`src/hw/rtl/tla_pkg.sv`:
```
// ----------------------------------------------------------------------------
// tla_pkg
// Shared constants, opcodes and controller/datapath signal groups for the
// toroidal Life automaton.
// ----------------------------------------------------------------------------
`default_nettype none

package tla_pkg;

    localparam int GRID_ROWS_DEF = 64;
    localparam int GRID_COLS_DEF = 64;

    localparam int OPCODE_W = 2;
    localparam int ROW_W    = 6;
    localparam int COL_W    = 6;

    localparam logic [OPCODE_W-1:0] OP_WRITE = 2'd0;
    localparam logic [OPCODE_W-1:0] OP_CLEAR = 2'd1;
    localparam logic [OPCODE_W-1:0] OP_STEP  = 2'd2;
    localparam logic [OPCODE_W-1:0] OP_READ  = 2'd3;

    // controller -> datapath
    typedef struct packed {
        logic load;      // latch the request item
        logic rd_en;     // read one row of the live bank
        logic rd_item;   // read address from the item row, else from controller
        logic shift;     // shift read data into the three-row window
        logic wr_cell;   // write back the row with one cell replaced
        logic wr_clear;  // write a zero row into the live bank
        logic wr_gen;    // write the next-generation row into the spare bank
        logic flip;      // swap live and spare banks
        logic res_load;  // load the result register
    } tla_cmd_t;

    // datapath -> controller
    typedef struct packed {
        logic [OPCODE_W-1:0] opcode;
        logic                on_board;
    } tla_status_t;

endpackage

`default_nettype wire

```
`src/hw/rtl/tla_controller.sv`:
```
// ----------------------------------------------------------------------------
// tla_controller
// Sequencer for reset clearing, cell access, board clear and generation
// sweep; owns the handshakes and the response valid register.
// ----------------------------------------------------------------------------
`default_nettype none

module tla_controller #(
    parameter int GRID_ROWS = tla_pkg::GRID_ROWS_DEF,
    localparam int RW = $clog2(GRID_ROWS),
    localparam int CW = $clog2(GRID_ROWS + 4)
) (
    input  wire logic                 clk,
    input  wire logic                 rst_n,
    input  wire logic                 req_valid,
    output      logic                 req_ready,
    output      logic                 rsp_valid,
    input  wire logic                 rsp_ready,
    output      tla_pkg::tla_cmd_t    cmd,
    output      logic [RW-1:0]        rd_row,
    output      logic [RW-1:0]        wr_row,
    input  wire tla_pkg::tla_status_t status
);

    localparam logic [2:0] S_INIT   = 3'd0;
    localparam logic [2:0] S_IDLE   = 3'd1;
    localparam logic [2:0] S_DECODE = 3'd2;
    localparam logic [2:0] S_RMW    = 3'd3;
    localparam logic [2:0] S_CLR    = 3'd4;
    localparam logic [2:0] S_GEN    = 3'd5;
    localparam logic [2:0] S_FIN    = 3'd6;

    logic [2:0]    state_reg, state_next;
    logic [CW-1:0] cnt_reg, cnt_next;
    logic          shift_pend_reg, shift_pend_next;
    logic          rsp_valid_reg, rsp_valid_next;
    logic          out_free;
    logic          last_row;

    assign out_free = !rsp_valid_reg || rsp_ready;
    assign last_row = (cnt_reg == CW'(GRID_ROWS - 1));
    assign rsp_valid = rsp_valid_reg;

    always_comb
    begin
        cmd            = '0;
        state_next     = state_reg;
        cnt_next       = cnt_reg;
        rd_row         = '0;
        wr_row         = '0;
        req_ready      = 1'b0;
        rsp_valid_next = rsp_valid_reg && !rsp_ready;

        case (state_reg)
            S_INIT, S_CLR:
            begin
                cmd.wr_clear = 1'b1;
                wr_row       = RW'(cnt_reg);
                cnt_next     = cnt_reg + CW'(1);
                if (last_row)
                begin
                    cnt_next   = '0;
                    state_next = (state_reg == S_INIT) ? S_IDLE : S_FIN;
                end
            end
            S_IDLE:
            begin
                req_ready = 1'b1;
                if (req_valid)
                begin
                    cmd.load   = 1'b1;
                    state_next = S_DECODE;
                end
            end
            S_DECODE:
            begin
                cnt_next = '0;
                case (status.opcode)
                    tla_pkg::OP_WRITE, tla_pkg::OP_READ:
                    begin
                        cmd.rd_en   = 1'b1;
                        cmd.rd_item = 1'b1;
                        state_next  = S_RMW;
                    end
                    tla_pkg::OP_CLEAR: state_next = S_CLR;
                    tla_pkg::OP_STEP:  state_next = S_GEN;
                    default:           state_next = S_FIN;
                endcase
            end
            S_RMW:
            begin
                cmd.wr_cell = (status.opcode == tla_pkg::OP_WRITE) && status.on_board;
                state_next  = S_FIN;
            end
            S_GEN:
            begin
                // read rows R-1, 0, 1 .. R-1, 0; write row cnt-4 from the window
                cmd.rd_en  = (cnt_reg <= CW'(GRID_ROWS + 1));
                if (cnt_reg == '0)
                    rd_row = RW'(GRID_ROWS - 1);
                else if (cnt_reg == CW'(GRID_ROWS + 1))
                    rd_row = '0;
                else
                    rd_row = RW'(cnt_reg - CW'(1));
                cmd.shift  = shift_pend_reg;
                cmd.wr_gen = (cnt_reg >= CW'(4));
                wr_row     = RW'(cnt_reg - CW'(4));
                cnt_next   = cnt_reg + CW'(1);
                if (cnt_reg == CW'(GRID_ROWS + 3))
                begin
                    cmd.flip   = 1'b1;
                    cnt_next   = '0;
                    state_next = S_FIN;
                end
            end
            S_FIN:
            begin
                if (out_free)
                begin
                    cmd.res_load   = 1'b1;
                    rsp_valid_next = 1'b1;
                    state_next     = S_IDLE;
                end
            end
            default:
            begin
                state_next = S_IDLE;
            end
        endcase
    end

    assign shift_pend_next = (state_reg == S_GEN) && cmd.rd_en;

    always_ff @(posedge clk or negedge rst_n)
    begin
        if (!rst_n)
        begin
            state_reg      <= S_INIT;
            cnt_reg        <= '0;
            shift_pend_reg <= 1'b0;
            rsp_valid_reg  <= 1'b0;
        end
        else
        begin
            state_reg      <= state_next;
            cnt_reg        <= cnt_next;
            shift_pend_reg <= shift_pend_next;
            rsp_valid_reg  <= rsp_valid_next;
        end
    end

endmodule

`default_nettype wire

```
`config.mk`:
```
export PLATFORM = sky130hd
export DESIGN_NAME = tla_controller
export DESIGN_NICKNAME = d
export VERILOG_FILES = /design/src/hw/rtl/tla_pkg.sv /design/src/hw/rtl/tla_controller.sv
export SDC_FILE = /design/constraint.sdc
export NUM_CORES = 1
export LEC_CHECK = 0
export ABC_AREA = 1
export BUFFER_PORTS_ARGS = -buffer_cell sky130_fd_sc_hd__buf_2
export CAP_MARGIN = 20
export CORE_ASPECT_RATIO = 1.5
export CORE_MARGIN = 2
export CORE_UTILIZATION = 25
export CTS_CLUSTER_SIZE = 28
export DETAILED_ROUTE_END_ITERATION = 6
export SETUP_SLACK_MARGIN = 0.05
export SLEW_MARGIN = 30
export SYNTH_ARGS = -nofsm -noshare
export SYNTH_HDL_FRONTEND = slang
export SYNTH_SLANG_ARGS = --single-unit
```
`constraint.sdc`:
```
create_clock -name clk -period 2.15 [get_ports clk]
set_input_delay 0.3225 -clock clk [delete_from_list [all_inputs] [get_ports clk]]
set_output_delay 0.3225 -clock clk [all_outputs]
set_load 0.01 [all_outputs]
```
==> metrics.yaml <==
timing.critical_path.cells: "inv_1 -> ha_2 -> nand4_1 -> nand3_1 -> nand2_1 -> o21ai_0 -> buf_2"
firstDrtPassIters: 4
cap_violations: 0
final.period_utilization: 0.9187
drv_slew: 0
synth_seq_area_share: 0.2432
finalPower_uw: 443.2
die_width_microns: 61.39
post_synth_net_total: 209
design.die.area_sq_um: 5530
maxClockFrequency_ghz: 0.5063
synthFlopType: "dfrtp_1"
cpPeakStageDelay_ns: 0.44
crit_required_ns: 1.83
grt_max_degree: 13
worst_slack_ns: 0.1747
top_level_ports: 30
rsz_0062_raised_after_global_routing: "false"
numPortBuffers: 29
final_core_util: 0.3101
finalHoldViolations: 0
synthDistinctLibCells: 26
worstSkewPairLatency_ns: 0.23
hold_path_class: "in2reg"
cts-root-buf: "clkbuf_8"
clock-skew-final_ns: 0.001553
crit_path_top_delay_cell: "dfrtp_2"
core_area_sq_um: 4810
synthArstFlopShare: 1.000
synth_edf_count: 0
floorplan.rows: 31
clk_pin_slew_ns: 0.05
route.vias.total: 1265
die_h_microns: 90.08
floorplan.initialDensity: 0.2568
post-route-drc-count: 0
clkSinkCount: 12
powerDensity_nw_per_um2: 297.1
setup_tns_ns: 0
design.final.nets: 240
drtIter0Drc: 75
syn_area_per_cell_sq_um: 6.399
diodes: 0
tritoncts_clock_tree: "built"
period_minus_slack_ns: 1.975
synth.top_cell.area_share: 0.2432
holdWs_ns: 0.3584
setup_viol: 0
timing.setup.critical_path_class: "reg2out"
route.antenna.remaining_nets: 0
area_growth_syn_to_layout_pct: 20.77
largest_register_ffs: 7
dpl_worst_slack_ns: 0.2502
cp.arrival_ns: 1.65
routabilityCongestion: 0.8651
area_contributors_post_synth: "dfrtp_1 24%, nand2_1 18%, ha_1 9.1%"
power.static_leakage_nw: 0.8575
drt_wl_total_microns: 3062
critical_path.max_fanout: 7
grt_antenna_before_repair: 0
post_route_cells_drive_above_1_share: 0.2432
worst_slew_pin_slew_ns: 0.3557
layout.filler_cells: 570
global_route.overflow_total: 0
synth.yosys.warnings: 0
synth.top_cells.by_count: "59 x nand2_1, 23 x inv_1, 22 x nor2_1"
grt_pass1_vias: 1182
relSlewSlack: 0.7610
worst_setup_path_start_kind: "flip-flop"
yosys_register_bits: 12
wire_per_inst_microns: 10.63
synthesis.instances: 193
irDropWorstVdd_mv: 0.2170
post-synth-top-area-cell: "dfrtp_1"
grt_pass1_wl_microns: 5106
post-dp-hpwl_microns: 2449
synth_most_common_cell: "nand2_1"
globalRouteTotalUtil: 0.1182
outcome: "finished clean"
numCtsBuffers: 3
post_synth_instance_area_sq_um: 1235
drt_via_density: 4.392
setup.worst_path.end_class: "output port"
bufs_on_longest_clock_path: 2
cts.htree.levels: 1
stage by stage:
stage / instance area, sq um / std cells
finish: 1491 / 288
global route: 1491 / 288
CTS: 1483 / 288
detailed placement: 1424 / 283
global placement: 1424 / 283
floorplan: 1235 / 193
report_power, final:
group          total (mW)  leakage (nW)  internal [mW]         switching (mW)
sequential          0.226         0.152          0.226  0.0000000000000000652
clock               0.200        0.0216          0.123                 0.0767
combinational      0.0173         0.684        0.00744                0.00985
total               0.443         0.857          0.357                 0.0865
worst max-delay path, delay by kind of cell, from the launching register on:
kind                     cells  cell delay (ns)
flip-flops                   1             0.44
AND/OR/NAND/NOR              3             0.36
adder cells (fa/ha/maj)      1             0.24
buffers and inverters        2             0.30
AO/OA/AOI/OAI                1             0.08
placed cells by master, fill, tap and decap left out, types with 4 or more instances in the layout:
master	instances
ha_1	8
inv_1	23
nand3_1	17
nand4_1	7
dfrtp_1	11
nand3_2	4
buf_2	29
nand2_1	59
a21oi_1	6
nor2_1	22
inv_2	4
o21ai_0	6
layer usage:
metal,GRT usage,share of wire,vias to the layer above
li1,-,-,665
met1,0.1501,0.43,557
met2,0.1977,0.49,39
met3,0.01871,0.062,4
met4,0.03723,0.012,0
met5,0,0,-
final timing paths:
check | from | end | slack (ns) | depth (start not counted)
max | cnt_reg[3]$_DFFE_PN0P_ | cmd[7] | 0.17 | 7
min | rsp_ready | rsp_valid$_DFF_PN0_ | 0.36 | 4
max reg2reg | cnt_reg[3]$_DFFE_PN0P_ | cnt_reg[3]$_DFFE_PN0P_ | 0.55 | 9
min reg2reg | rsp_valid$_DFF_PN0_ | rsp_valid$_DFF_PN0_ | 0.54 | 2
max in group asynchronous | rst_n | cnt_reg[3]$_DFFE_PN0P_ | 1.42 | 2
min in group asynchronous | rst_n | cnt_reg[5]$_DFFE_PN0P_ | 0.49 | 2
kinds of logic after synthesis:
logic type      Yosys count  share of synthesized area
flops                    12                     0.2432
buf+inv                  34                     0.1256
xor+xnor                  3                    0.02128
simple gates            118                     0.4428
compound gates           17                    0.07600
fa+ha+maj                 9                    0.09119
cell type report:
| cell class | count | area, sq um | area share |
|---|---|---|---|
| tap | 66 | 82.58 | 0.05537 |
| clock buffer | 3 | 41.29 | 0.02768 |
| multi-input combinational | 147 | 787.0 | 0.5277 |
| inverter | 27 | 101.3 | 0.06795 |
| timing repair buffer | 33 | 177.7 | 0.1191 |
| sequential | 12 | 301.5 | 0.2022 |
repair_timing:
item,4_1_cts,5_1_grt
gates cloned,0,0
setup endpoints to repair,1,5
resized for setup,0,4
hold buffers,1,0
pin swaps,1,0
endpoints found under the hold margin,12,0
buffers inserted,1,0
(Power assumes the default switching activity.)
